## config.mk

```make
export PLATFORM = sky130hd
export DESIGN_NAME = sm4_block_cipher
export DESIGN_NICKNAME = d
export VERILOG_FILES = /design/src/hw/rtl/sm4_pkg.sv /design/src/hw/rtl/sm4_block_cipher.sv /design/src/hw/rtl/sm4_ram.sv /design/src/hw/rtl/sm4_ctrl.sv /design/src/hw/rtl/sm4_dp.sv
export SDC_FILE = /design/constraint.sdc
export NUM_CORES = 2
export LEC_CHECK = 0
export BUFFER_PORTS_ARGS = -buffer_cell sky130_fd_sc_hd__buf_2
export CORE_ASPECT_RATIO = 0.5
export CORE_MARGIN = 2
export CORE_UTILIZATION = 39
export DETAILED_ROUTE_END_ITERATION = 8
export HOLD_SLACK_MARGIN = 0.1
export PLACE_DENSITY = 0.52
export RECOVER_POWER = 100
export SLEW_MARGIN = 20
export SYNTH_ARGS = -nofsm -noshare
export SYNTH_HDL_FRONTEND = slang
export SYNTH_SLANG_ARGS = --single-unit
```

## constraint.sdc

```tcl
create_clock -name clk_i -period 9.89 [get_ports clk_i]
set_clock_uncertainty 0.2 [all_clocks]
set_input_delay 0.4945 -clock clk_i [delete_from_list [all_inputs] [get_ports clk_i]]
set_output_delay 0.4945 -clock clk_i [all_outputs]
set_load 0.005 [all_outputs]
```

## src/hw/rtl/sm4_pkg.sv

```systemverilog
package sm4_pkg;

  localparam int unsigned ROUND_COUNT = 32;
  localparam int unsigned RK_AW       = $clog2(ROUND_COUNT);

  // Register map (index = paddr[3])
  localparam logic REG_KEY_HIGH = 1'b0;
  localparam logic REG_KEY_LOW  = 1'b1;

  // System parameter FK
  localparam logic [31:0] FK [4] = '{
    32'ha3b1bac6, 32'h56aa3350, 32'h677d9197, 32'hb27022dc
  };

  localparam logic [7:0] SBOX [256] = '{
    8'hd6,8'h90,8'he9,8'hfe,8'hcc,8'he1,8'h3d,8'hb7,8'h16,8'hb6,8'h14,8'hc2,8'h28,8'hfb,8'h2c,8'h05,
    8'h2b,8'h67,8'h9a,8'h76,8'h2a,8'hbe,8'h04,8'hc3,8'haa,8'h44,8'h13,8'h26,8'h49,8'h86,8'h06,8'h99,
    8'h9c,8'h42,8'h50,8'hf4,8'h91,8'hef,8'h98,8'h7a,8'h33,8'h54,8'h0b,8'h43,8'hed,8'hcf,8'hac,8'h62,
    8'he4,8'hb3,8'h1c,8'ha9,8'hc9,8'h08,8'he8,8'h95,8'h80,8'hdf,8'h94,8'hfa,8'h75,8'h8f,8'h3f,8'ha6,
    8'h47,8'h07,8'ha7,8'hfc,8'hf3,8'h73,8'h17,8'hba,8'h83,8'h59,8'h3c,8'h19,8'he6,8'h85,8'h4f,8'ha8,
    8'h68,8'h6b,8'h81,8'hb2,8'h71,8'h64,8'hda,8'h8b,8'hf8,8'heb,8'h0f,8'h4b,8'h70,8'h56,8'h9d,8'h35,
    8'h1e,8'h24,8'h0e,8'h5e,8'h63,8'h58,8'hd1,8'ha2,8'h25,8'h22,8'h7c,8'h3b,8'h01,8'h21,8'h78,8'h87,
    8'hd4,8'h00,8'h46,8'h57,8'h9f,8'hd3,8'h27,8'h52,8'h4c,8'h36,8'h02,8'he7,8'ha0,8'hc4,8'hc8,8'h9e,
    8'hea,8'hbf,8'h8a,8'hd2,8'h40,8'hc7,8'h38,8'hb5,8'ha3,8'hf7,8'hf2,8'hce,8'hf9,8'h61,8'h15,8'ha1,
    8'he0,8'hae,8'h5d,8'ha4,8'h9b,8'h34,8'h1a,8'h55,8'had,8'h93,8'h32,8'h30,8'hf5,8'h8c,8'hb1,8'he3,
    8'h1d,8'hf6,8'he2,8'h2e,8'h82,8'h66,8'hca,8'h60,8'hc0,8'h29,8'h23,8'hab,8'h0d,8'h53,8'h4e,8'h6f,
    8'hd5,8'hdb,8'h37,8'h45,8'hde,8'hfd,8'h8e,8'h2f,8'h03,8'hff,8'h6a,8'h72,8'h6d,8'h6c,8'h5b,8'h51,
    8'h8d,8'h1b,8'haf,8'h92,8'hbb,8'hdd,8'hbc,8'h7f,8'h11,8'hd9,8'h5c,8'h41,8'h1f,8'h10,8'h5a,8'hd8,
    8'h0a,8'hc1,8'h31,8'h88,8'ha5,8'hcd,8'h7b,8'hbd,8'h2d,8'h74,8'hd0,8'h12,8'hb8,8'he5,8'hb4,8'hb0,
    8'h89,8'h69,8'h97,8'h4a,8'h0c,8'h96,8'h77,8'h7e,8'h65,8'hb9,8'hf1,8'h09,8'hc5,8'h6e,8'hc6,8'h84,
    8'h18,8'hf0,8'h7d,8'hec,8'h3a,8'hdc,8'h4d,8'h20,8'h79,8'hee,8'h5f,8'h3e,8'hd7,8'hcb,8'h39,8'h48
  };

  typedef struct packed {
    logic        mode;
    logic [63:0] data_high;
    logic [63:0] data_low;
  } sm4_in_t;

  typedef struct packed {
    logic [63:0] result_high;
    logic [63:0] result_low;
  } sm4_out_t;

  // Controller to datapath commands
  typedef struct packed {
    logic             key_load;
    logic             key_step;
    logic             blk_load;
    logic             round_step;
    logic             out_load;
    logic [RK_AW-1:0] cnt;
    logic [RK_AW-1:0] rk_raddr;
  } sm4_cmd_t;

  // Datapath to controller status
  typedef struct packed {
    logic out_free;
  } sm4_sts_t;

  // Non-linear byte substitution tau
  function automatic logic [31:0] sub_word(logic [31:0] a);
    return {SBOX[a[31:24]], SBOX[a[23:16]], SBOX[a[15:8]], SBOX[a[7:0]]};
  endfunction

  // Linear transform L (data rounds)
  function automatic logic [31:0] lin_data(logic [31:0] b);
    return b ^ {b[29:0], b[31:30]} ^ {b[21:0], b[31:22]} ^
           {b[13:0], b[31:14]} ^ {b[7:0], b[31:8]};
  endfunction

  // Linear transform L' (key schedule)
  function automatic logic [31:0] lin_key(logic [31:0] b);
    return b ^ {b[18:0], b[31:19]} ^ {b[8:0], b[31:9]};
  endfunction

  // CK word i: byte j = (4i + j) * 7 mod 256, MSB first
  function automatic logic [31:0] ck_word(logic [RK_AW-1:0] i);
    logic [7:0]  base;
    logic [7:0]  b;
    logic [31:0] w;
    base = 8'({i, 2'b00});
    w    = '0;
    for (int j = 0; j < 4; j++) begin
      b = 8'((base + 8'(j)) * 8'd7);
      w[31-8*j -: 8] = b;
    end
    return w;
  endfunction

endpackage

```

## src/hw/rtl/sm4_block_cipher.sv

```systemverilog
// SM4 block cipher, one 128-bit block per request, iterative core doing one
// round per clock through a single S-box shared with the key schedule. A block
// is taken when in_ready_o is high, runs 32 rounds and lands in the output
// register once that register is free; the next block is accepted the cycle
// after that, even while the previous result still waits on out_ready_i, so a
// new block is taken only once the last one is in the output register. mode = 1
// encrypts, mode = 0 decrypts. The key is written over APB at 0x0 (key_high) and
// 0x8 (key_low), paddr[3] selecting the register. After reset and after every
// key write the 32 round keys are rebuilt into a 32x32 RAM, one per cycle
// through the same S-box unit; no block is accepted during the rebuild. Write
// keys only while no block is in flight.
module sm4_block_cipher (
  input  logic               clk_i,
  input  logic               rst_ni,
  // Data in
  input  logic               in_valid_i,
  output logic               in_ready_o,
  input  sm4_pkg::sm4_in_t   in_data_i,
  // Data out
  output logic               out_valid_o,
  input  logic               out_ready_i,
  output sm4_pkg::sm4_out_t  out_data_o,
  // Configuration
  input  logic               psel,
  input  logic               penable,
  input  logic               pwrite,
  input  logic [3:0]         paddr,
  input  logic [63:0]        pwdata,
  output logic [63:0]        prdata,
  output logic               pready
);

  logic [63:0]        key_high_q;
  logic [63:0]        key_low_q;
  logic               key_wr;
  sm4_pkg::sm4_cmd_t  cmd;
  sm4_pkg::sm4_sts_t  sts;

  assign pready = 1'b1;
  assign key_wr = psel & penable & pwrite;

  // Key registers
  always_ff @(posedge clk_i or negedge rst_ni) begin
    if (!rst_ni) begin
      key_high_q <= '0;
      key_low_q  <= '0;
    end else if (key_wr) begin
      if (paddr[3] == sm4_pkg::REG_KEY_HIGH) begin
        key_high_q <= pwdata;
      end else begin
        key_low_q <= pwdata;
      end
    end
  end

  // Register read back
  assign prdata = (paddr[3] == sm4_pkg::REG_KEY_HIGH) ? key_high_q : key_low_q;

  sm4_ctrl u_ctrl (
    .clk_i      (clk_i),
    .rst_ni     (rst_ni),
    .key_wr_i   (key_wr),
    .in_valid_i (in_valid_i),
    .in_mode_i  (in_data_i.mode),
    .in_ready_o (in_ready_o),
    .sts_i      (sts),
    .cmd_o      (cmd)
  );

  sm4_dp u_dp (
    .clk_i       (clk_i),
    .rst_ni      (rst_ni),
    .key_high_i  (key_high_q),
    .key_low_i   (key_low_q),
    .in_data_i   (in_data_i),
    .cmd_i       (cmd),
    .sts_o       (sts),
    .out_valid_o (out_valid_o),
    .out_ready_i (out_ready_i),
    .out_data_o  (out_data_o)
  );

endmodule

```

## src/hw/rtl/sm4_ram.sv

```systemverilog
module sm4_ram #(
  parameter int unsigned Width = 32,
  parameter int unsigned Depth = 32
) (
  input  logic                     clk_i,
  input  logic                     we_i,
  input  logic [$clog2(Depth)-1:0] waddr_i,
  input  logic [Width-1:0]         wdata_i,
  input  logic [$clog2(Depth)-1:0] raddr_i,
  output logic [Width-1:0]         rdata_o
);

  logic [Width-1:0] mem_q [Depth];
  logic [Width-1:0] rdata_q;

  // One write port, one registered read port
  always_ff @(posedge clk_i) begin
    if (we_i) begin
      mem_q[waddr_i] <= wdata_i;
    end
    rdata_q <= mem_q[raddr_i];
  end

  assign rdata_o = rdata_q;

endmodule

```

## src/hw/rtl/sm4_ctrl.sv

```systemverilog
module sm4_ctrl (
  input  logic                clk_i,
  input  logic                rst_ni,
  input  logic                key_wr_i,
  input  logic                in_valid_i,
  input  logic                in_mode_i,
  output logic                in_ready_o,
  input  sm4_pkg::sm4_sts_t   sts_i,
  output sm4_pkg::sm4_cmd_t   cmd_o
);

  localparam logic [2:0] S_KINIT = 3'd0;
  localparam logic [2:0] S_KEY   = 3'd1;
  localparam logic [2:0] S_IDLE  = 3'd2;
  localparam logic [2:0] S_ROUND = 3'd3;
  localparam logic [2:0] S_DONE  = 3'd4;

  localparam logic [sm4_pkg::RK_AW-1:0] LastCnt = sm4_pkg::RK_AW'(sm4_pkg::ROUND_COUNT - 1);

  logic [2:0]                  state_q, state_d;
  logic [sm4_pkg::RK_AW-1:0]   cnt_q, cnt_d;
  logic                        enc_q, enc_d;
  logic [sm4_pkg::RK_AW-1:0]   rk_idx;
  logic                        enc_sel;
  logic                        accept;

  assign in_ready_o = (state_q == S_IDLE);
  assign accept     = in_valid_i & in_ready_o;

  // Round key read address: prefetched for the following round, as the RAM read is registered
  assign rk_idx  = (state_q == S_ROUND) ? cnt_q + 1'b1 : '0;
  assign enc_sel = (state_q == S_ROUND) ? enc_q : in_mode_i;

  // Next state and commands
  always_comb begin
    state_d        = state_q;
    cnt_d          = cnt_q;
    enc_d          = enc_q;
    cmd_o          = '0;
    cmd_o.cnt      = cnt_q;
    cmd_o.rk_raddr = enc_sel ? rk_idx : ~rk_idx;
    case (state_q)
      S_KINIT: begin
        cmd_o.key_load = 1'b1;
        cnt_d          = '0;
        state_d        = S_KEY;
      end
      S_KEY: begin
        cmd_o.key_step = 1'b1;
        cnt_d          = cnt_q + 1'b1;
        if (cnt_q == LastCnt) begin
          state_d = S_IDLE;
        end
      end
      S_IDLE: begin
        if (accept) begin
          cmd_o.blk_load = 1'b1;
          enc_d          = in_mode_i;
          cnt_d          = '0;
          state_d        = S_ROUND;
        end
      end
      S_ROUND: begin
        cmd_o.round_step = 1'b1;
        cnt_d            = cnt_q + 1'b1;
        if (cnt_q == LastCnt) begin
          state_d = S_DONE;
        end
      end
      S_DONE: begin
        if (sts_i.out_free) begin
          cmd_o.out_load = 1'b1;
          state_d        = S_IDLE;
        end
      end
      default: begin
        state_d = S_KINIT;
      end
    endcase
    // A key write restarts the expansion
    if (key_wr_i) begin
      state_d = S_KINIT;
    end
  end

  always_ff @(posedge clk_i or negedge rst_ni) begin
    if (!rst_ni) begin
      state_q <= S_KINIT;
      cnt_q   <= '0;
      enc_q   <= 1'b0;
    end else begin
      state_q <= state_d;
      cnt_q   <= cnt_d;
      enc_q   <= enc_d;
    end
  end

endmodule

```

## src/hw/rtl/sm4_dp.sv

```systemverilog
module sm4_dp (
  input  logic                clk_i,
  input  logic                rst_ni,
  input  logic [63:0]         key_high_i,
  input  logic [63:0]         key_low_i,
  input  sm4_pkg::sm4_in_t    in_data_i,
  input  sm4_pkg::sm4_cmd_t   cmd_i,
  output sm4_pkg::sm4_sts_t   sts_o,
  output logic                out_valid_o,
  input  logic                out_ready_i,
  output sm4_pkg::sm4_out_t   out_data_o
);

  logic [31:0] k_q [4];
  logic [31:0] x_q [4];
  logic [31:0] rk_rdata;
  logic [31:0] t_in;
  logic [31:0] t_sub;
  logic [31:0] rk_new;
  logic [31:0] x_new;
  logic        out_valid_q, out_valid_d;
  sm4_pkg::sm4_out_t out_q;

  // Shared S-box word: key schedule or cipher round
  assign t_in   = cmd_i.key_step
                ? (k_q[1] ^ k_q[2] ^ k_q[3] ^ sm4_pkg::ck_word(cmd_i.cnt))
                : (x_q[1] ^ x_q[2] ^ x_q[3] ^ rk_rdata);
  assign t_sub  = sm4_pkg::sub_word(t_in);
  assign rk_new = k_q[0] ^ sm4_pkg::lin_key(t_sub);
  assign x_new  = x_q[0] ^ sm4_pkg::lin_data(t_sub);

  // Round key store
  sm4_ram #(
    .Width (32),
    .Depth (sm4_pkg::ROUND_COUNT)
  ) u_rk_ram (
    .clk_i   (clk_i),
    .we_i    (cmd_i.key_step),
    .waddr_i (cmd_i.cnt),
    .wdata_i (rk_new),
    .raddr_i (cmd_i.rk_raddr),
    .rdata_o (rk_rdata)
  );

  // Key schedule words
  always_ff @(posedge clk_i) begin
    if (cmd_i.key_load) begin
      k_q[0] <= key_high_i[63:32] ^ sm4_pkg::FK[0];
      k_q[1] <= key_high_i[31:0]  ^ sm4_pkg::FK[1];
      k_q[2] <= key_low_i[63:32]  ^ sm4_pkg::FK[2];
      k_q[3] <= key_low_i[31:0]   ^ sm4_pkg::FK[3];
    end else if (cmd_i.key_step) begin
      k_q[0] <= k_q[1];
      k_q[1] <= k_q[2];
      k_q[2] <= k_q[3];
      k_q[3] <= rk_new;
    end
  end

  // Cipher state words
  always_ff @(posedge clk_i) begin
    if (cmd_i.blk_load) begin
      x_q[0] <= in_data_i.data_high[63:32];
      x_q[1] <= in_data_i.data_high[31:0];
      x_q[2] <= in_data_i.data_low[63:32];
      x_q[3] <= in_data_i.data_low[31:0];
    end else if (cmd_i.round_step) begin
      x_q[0] <= x_q[1];
      x_q[1] <= x_q[2];
      x_q[2] <= x_q[3];
      x_q[3] <= x_new;
    end
  end

  // Output register, words reversed
  always_ff @(posedge clk_i) begin
    if (cmd_i.out_load) begin
      out_q.result_high <= {x_q[3], x_q[2]};
      out_q.result_low  <= {x_q[1], x_q[0]};
    end
  end

  assign out_valid_d = cmd_i.out_load | (out_valid_q & ~out_ready_i);

  always_ff @(posedge clk_i or negedge rst_ni) begin
    if (!rst_ni) begin
      out_valid_q <= 1'b0;
    end else begin
      out_valid_q <= out_valid_d;
    end
  end

  assign sts_o.out_free = ~out_valid_q | out_ready_i;
  assign out_valid_o    = out_valid_q;
  assign out_data_o     = out_q;

endmodule

```

# --- Word level (Yosys, flattened, before mapping) ---
# Memory sizes are Yosys's and may differ from the RTL's. A register that Yosys moved wholly into a read port is not among the register bits.
# Index checks and enable logic that the tools add are counted.
classes:
  n_mul: 4
  n_lt_le_gt_ge: 4
  mux: 47
  bitwise: 40
  eq_ne: 10
  reduce_logical: 8
  addsub: 4
op_table:
  columns: ["operator", "n"]
  rows:
  - ["32-bit bitwise XOR", 14]
  - ["32-bit two-way mux", 9]
  - ["64-bit two-way mux", 1]
  - ["8-bit two-way mux", 8]
  - ["9-bit >= comparator (second input constant)", 4]
  - ["8-bit NOT with 9-bit output", 4]
  - ["14-bit NOT", 2]
  - ["8-bit by 3-bit multiplier with 8-bit output (second input constant)", 3]
  - ["1-bit two-way mux", 19]
  - ["19-bit NOT", 1]
  - ["17-bit NOT", 1]
  - ["7-bit by 2-bit adder with 8-bit output (second input constant)", 2]
  - ["3-bit two-way mux", 5]
  - ["5-bit two-way mux", 3]
  - ["3-bit case mux with 5 select lines", 1]
  - ["5-bit case mux with 3 select lines", 1]
  - ["1-bit OR", 10]
  - ["3-bit inequality test (second input constant)", 3]
  - ["7-bit by 1-bit adder with 8-bit output (second input constant)", 1]
  - ["2-bit AND reduction", 4]
  - ["3-bit by 2-bit equality test with 1-bit output (second input constant)", 2]
  - ["5-bit by 3-bit multiplier with 6-bit output (second input constant)", 1]
  - ["5-bit by 1-bit adder with 5-bit output (second input constant)", 1]
  - ["5-bit equality test (second input constant)", 1]
  - ["other kinds (11)", 16]
word_totals:
  rom_bits: 8192
  ff_bits: 266
  out_inout_bits: 195
  mem_count: 7
  ramBits: 1280
memory_table:
  columns: ["name", "depth", "width", "read_ports", "rd_ports_with_merged_regs", "wr", "line", "text"]
  rows:
  - ["(no name shown)", 256, 8, 1, 0, 0, "sm4_pkg.sv:63", "return {SBOX[a[31:24]], SBOX[a[23:16]], SBOX[a[15:8]], SBOX[a[7:0]]};"]
  - ["(no name shown)", 256, 8, 1, 0, 0, "sm4_pkg.sv:63", null]
  - ["(no name shown)", 256, 8, 1, 0, 0, "sm4_pkg.sv:63", null]
  - ["(no name shown)", 256, 8, 1, 0, 0, "sm4_pkg.sv:63", null]
  - ["u_dp.u_rk_ram.mem_q", 32, 32, 1, 1, 1, "sm4_ram.sv:13", "logic [Width-1:0] mem_q [Depth];"]
  - ["u_dp.k_q", 4, 32, 4, 0, 4, "sm4_dp.sv:14", "logic [31:0] k_q [4];"]
  - ["+1 memories", null, null, null, null, null, null, null]

# --- Depth between registers and ports, before layout ---
# An unclocked memory read counts as a cell.
logic_depth:
  depth_word: 15
  depth_mapped: 22
  depth_no_buf: 17

# --- Cells and area by module ---
# Synthesis repeated with hierarchy kept, for this count alone.
unflattened:
  cells_unflattened: 6392
  area_unflattened_um2: 80972.7
modules_own_cells:
  columns: ["module", "area_each_um2", "seq_area_each_um2", "cells_per_inst", "n_inst"]
  rows:
  - ["sm4_ram", 40485.1, 31390.1, 2260, 1]
  - ["sm4_dp", 34010.1, 11556.1, 3726, 1]
  - ["sm4_block_cipher", 5826.8, 3203.1, 345, 1]
  - ["sm4_ctrl", 650.6, 225.2, 61, 1]

# --- Least setup slack after synthesis ---
# No wires, ideal clock.
synth_timing:
  kind: "register -> register"
  start: "register u_ctrl.state_q[0]"
  end: "register, netlist name u_dp.out_data_o[0]"
  period_less_slack_ns: 6.832
  path_slack_ns: 3.058
  path_buffers: 1
  stages_incl_launch_ff: 5
  setup_ns: 0.616
  required_ns: 9.074
  t_arrival_ns: 6.016
  cell_sequence: "dfrtp_1 -> buf_4 -> nor2_1 -> nand2_1 -> nor2_1"
synth_rtl:
  columns: ["element", "line", "text"]
  rows:
  - ["start: declaration", "sm4_ctrl.sv:20", "logic [2:0] state_q, state_d;"]
  - ["start signal: assignment", "sm4_ctrl.sv:92", "state_q <= state_d;"]

==> metrics <==
post-synthesis xor/xnor area fraction 4.98%; required time worst endpoint 10360 ps; Initial Utilization 39.4%; drt total wl 314000 um; worst r2r dst u_dp.k_q[3][15]; Buf+Inv Stages, Crit Path 4; Die W 641 um; 1st-pass router iterations 6; Syn Std Cell Area 79000 sq um; Die Y-Extent 322 um; Reg2Reg Depth 17; commonest cells after routing, fill and taps aside 1408 x edfxtp_1, 1075 x nand2_1, 330 x a21oi_1, 312 x o21ai_0, 280 x buf_2; DP HPWL 205000 um; register area share after synthesis 58.7%; worst-skew pair later-pin latency 830 ps; outcome complete, but fails checks; nets@finish 6981; routed len/inst 32.8 um; Min Clock Period, post-route 8810 ps; GPL Wtd Cong 0.960; Main synth FF type edfxtp_1; CTS buffer count 153; Min Hold Slack 249 ps; DR iter-0 viols 7400; TritonCTS clock tree built; multi-input logic area 30800 sq um; Avg Cell Area, Syn 12.7 sq um; Gate Count Post-Synth 6238; CP Cell Sequence clkbuf_1 > inv_1 > ha_1 > xnor2_4 > xnor2_2 > mux2_1 > buf_4 > nand2_1 > o31ai_1 > a221o_1 > a221oi_1 > o32ai_1 > xor2_1 > xnor2_2 > buf_4 > nand2_1 > nand2_1; IO Pins 399; Synth Area in Compound Gates 11.5%; post_cts resized 0; critical-path maximum fanout 33; Max-cap violations 60; Die ar. 206000 sq um; largest family of logic cells by synthesized area compound AO/OA/AOI/OAI gates; Setup CP Type reg -> reg; unique cell type count in the Yosys netlist 108; setup TNS 0 ps; mux share of post-synthesis cell area 11.4%; DRT antenna net count 0; CP top delay family buffers and inverters; simple-gate share of the synthesized area 9.55%; CTS clk-pin slew, worst paths 70 ps; Hold Crit Class in -> reg; failing checks max-capacitance violations, max-slew violations; Slew Limit Fails 2284; RR Startpoint u_ctrl.cnt_q[0]; Final Setup Violations 0; CTS Sinks 1578; core area 201000 sq um; final hold violations 0; slowest CP cell o32ai_1; Reg area 46400 sq um; RSZ-0062 raised after global routing false; final worst path period share 89.0%; hold path endpoint key_high_q[7]; worst stage delay on the critical path 1180 ps; Longest Clk Path Bufs 3; commonest non-fill, non-tap cell in the layout edfxtp_1; Crit path arrival time 9280 ps; CTS H-tree lvls 4; Hold Path Cell Cnt 3; Area Growth Syn to Fin 15.2%; clock root buffer clkbuf_16; Avg Vias per Cell 6.10; share of cells above drive strength 1 17.8%; initial antenna violation count 20; PortBufs 394; crit path launch type flip-flop; reg-to-reg slack, setup 1080 ps; largest net degree at the start of global routing 118; number of fill cells 18400; GRT Total Usage 29.8%; Vias 58400; Post-synth EDFFs 1408; Post-Syn Nets 6501; Rows 116; Worst Max-Slew Pin Slew 5250 ps; critical path's most frequent cell nand2_1; overflow left after global routing 0; #FFs+latches synth 1578; first-pass GRT wire length 437000 um; normalized max-slew margin -250%; ys async rst share 8.75%; CP endpoint kind flip-flop; DRC errors left 0; Hold Crit Start pwdata[7]; fmax 114 MHz; Synth Area in Adders 1.00%; Ys Warns 0; vias in the first global route 56400
==> cells in the mapped netlist, drive strengths merged, types with 32 or more instances <==
cell type	count	share of area, %
nor3	99	0.63
inv	39	0.19
ha	52	0.82
a221oi	57	0.68
o211ai	83	0.79
edfxtp	1408	53
nand3	176	1.1
nor2	300	1.4
buf	242	1.6
a31oi	57	0.47
o221ai	34	0.38
o21ai	326	2.1
nand2	1076	5.1
dfrtp	138	4.4
a211oi	49	0.47
clkbuf	240	1.1
dfxtp	32	0.81
mux2	224	3.2
mux2i	57	0.81
xnor2	267	3.0
o22ai	45	0.36
xor2	105	1.2
a311oi	38	0.43
mux4	258	7.4
a21oi	334	2.1
==> stage by stage <==
| step | area [sq um] | setup slack [ps] | std cells | util, % |
|---|---|---|---|---|
| after global routing | 91000 | 835 | 9561 | 45.3 |
| after floorplan | 79000 | 3060 | 6238 | - |
| after CTS | 91600 | 2030 | 9557 | 45.7 |
| after global placement | 84700 | 2180 | 9078 | 42.2 |
| after detailed placement | 84700 | 2050 | 9078 | 42.2 |
| final | 91000 | 1080 | 9568 | 45.4 |
==> what timing repair did <==
item	4_1_cts	5_1_grt
hold buffers	199	0
buffers inserted	0	0
setup endpoints to repair	0	0
endpoints found under the hold margin	352	0
==> worst min-delay path, stage by stage <==
cell	delay, ps
dlygate4sd3_1	510
buf_2	110
mux2_2	130
==> routing by layer <==
layer / share of wire (%) / track usage (%) / routed length, um
met4: 3.5 / 9.75 / 11100
met3: 7.1 / 4.33 / 22400
met5: 0.035 / 0.298 / 111
met1: 43 / 42.2 / 135000
met2: 46 / 47.2 / 145000
==> registers in the layout (all words and copies together) (netlist names) <==
name                   cells
u_ctrl.enc_q               1
u_dp.out_data_o          128
u_dp.x_q                 128
key_high_q                64
u_dp.u_rk_ram.mem_q     1024
u_ctrl.cnt_q               5
key_low_q                 64
u_ctrl.state_q             3
u_dp.out_valid_o           1
u_dp.k_q                 128
u_dp.u_rk_ram.rdata_o     32
==> cell families after synthesis <==
kind of cell | after synthesis
XOR/XNOR | 399
AO/OA/AOI/OAI | 1345
multiplexers | 539
AND/OR/NAND/NOR | 1796
adder cells (fa/ha/maj) | 59
other | 1
buffers and inverters | 521
flip-flops | 1578
==> worst max-delay path by stage <==
| stage | from | endpoint | slack, ps | cells after the start |
|---|---|---|---|---|
| 5_1_grt | u_ctrl.cnt_q[0] | u_dp.k_q[3][16] | 840 | 17 |
| 3_5_place_dp | u_ctrl.cnt_q[0] | u_dp.u_rk_ram.mem_q[9][3] | 2050 | 16 |
| 6_report | u_ctrl.cnt_q[0] | u_dp.k_q[3][15] | 1080 | 17 |
| 2_1_floorplan | u_ctrl.state_q[0] | u_dp.out_data_o[0] | 3060 | 4 |
| 3_3_place_gp | u_ctrl.state_q[1] | u_dp.u_rk_ram.mem_q[11][3] | 2180 | 13 |
| 4_1_cts | u_ctrl.cnt_q[0] | u_dp.u_rk_ram.mem_q[28][3] | 2030 | 16 |
==> layout make-up <==
class	instances	share of cell area, %
Sequential cell	1578	50.9
Tap cell	2714	3.73
Inverter	39	0.162
Antenna cell	11	0.0302
Clock buffer	218	4.63
Multi-Input combinational cell	4139	33.8
Timing Repair Buffer	807	5.83
Clock inverter	62	0.842
Power is left out: the tool's default activity adds up to more than one toggle a clock period on the data nets, which glitch-free logic cannot reach.
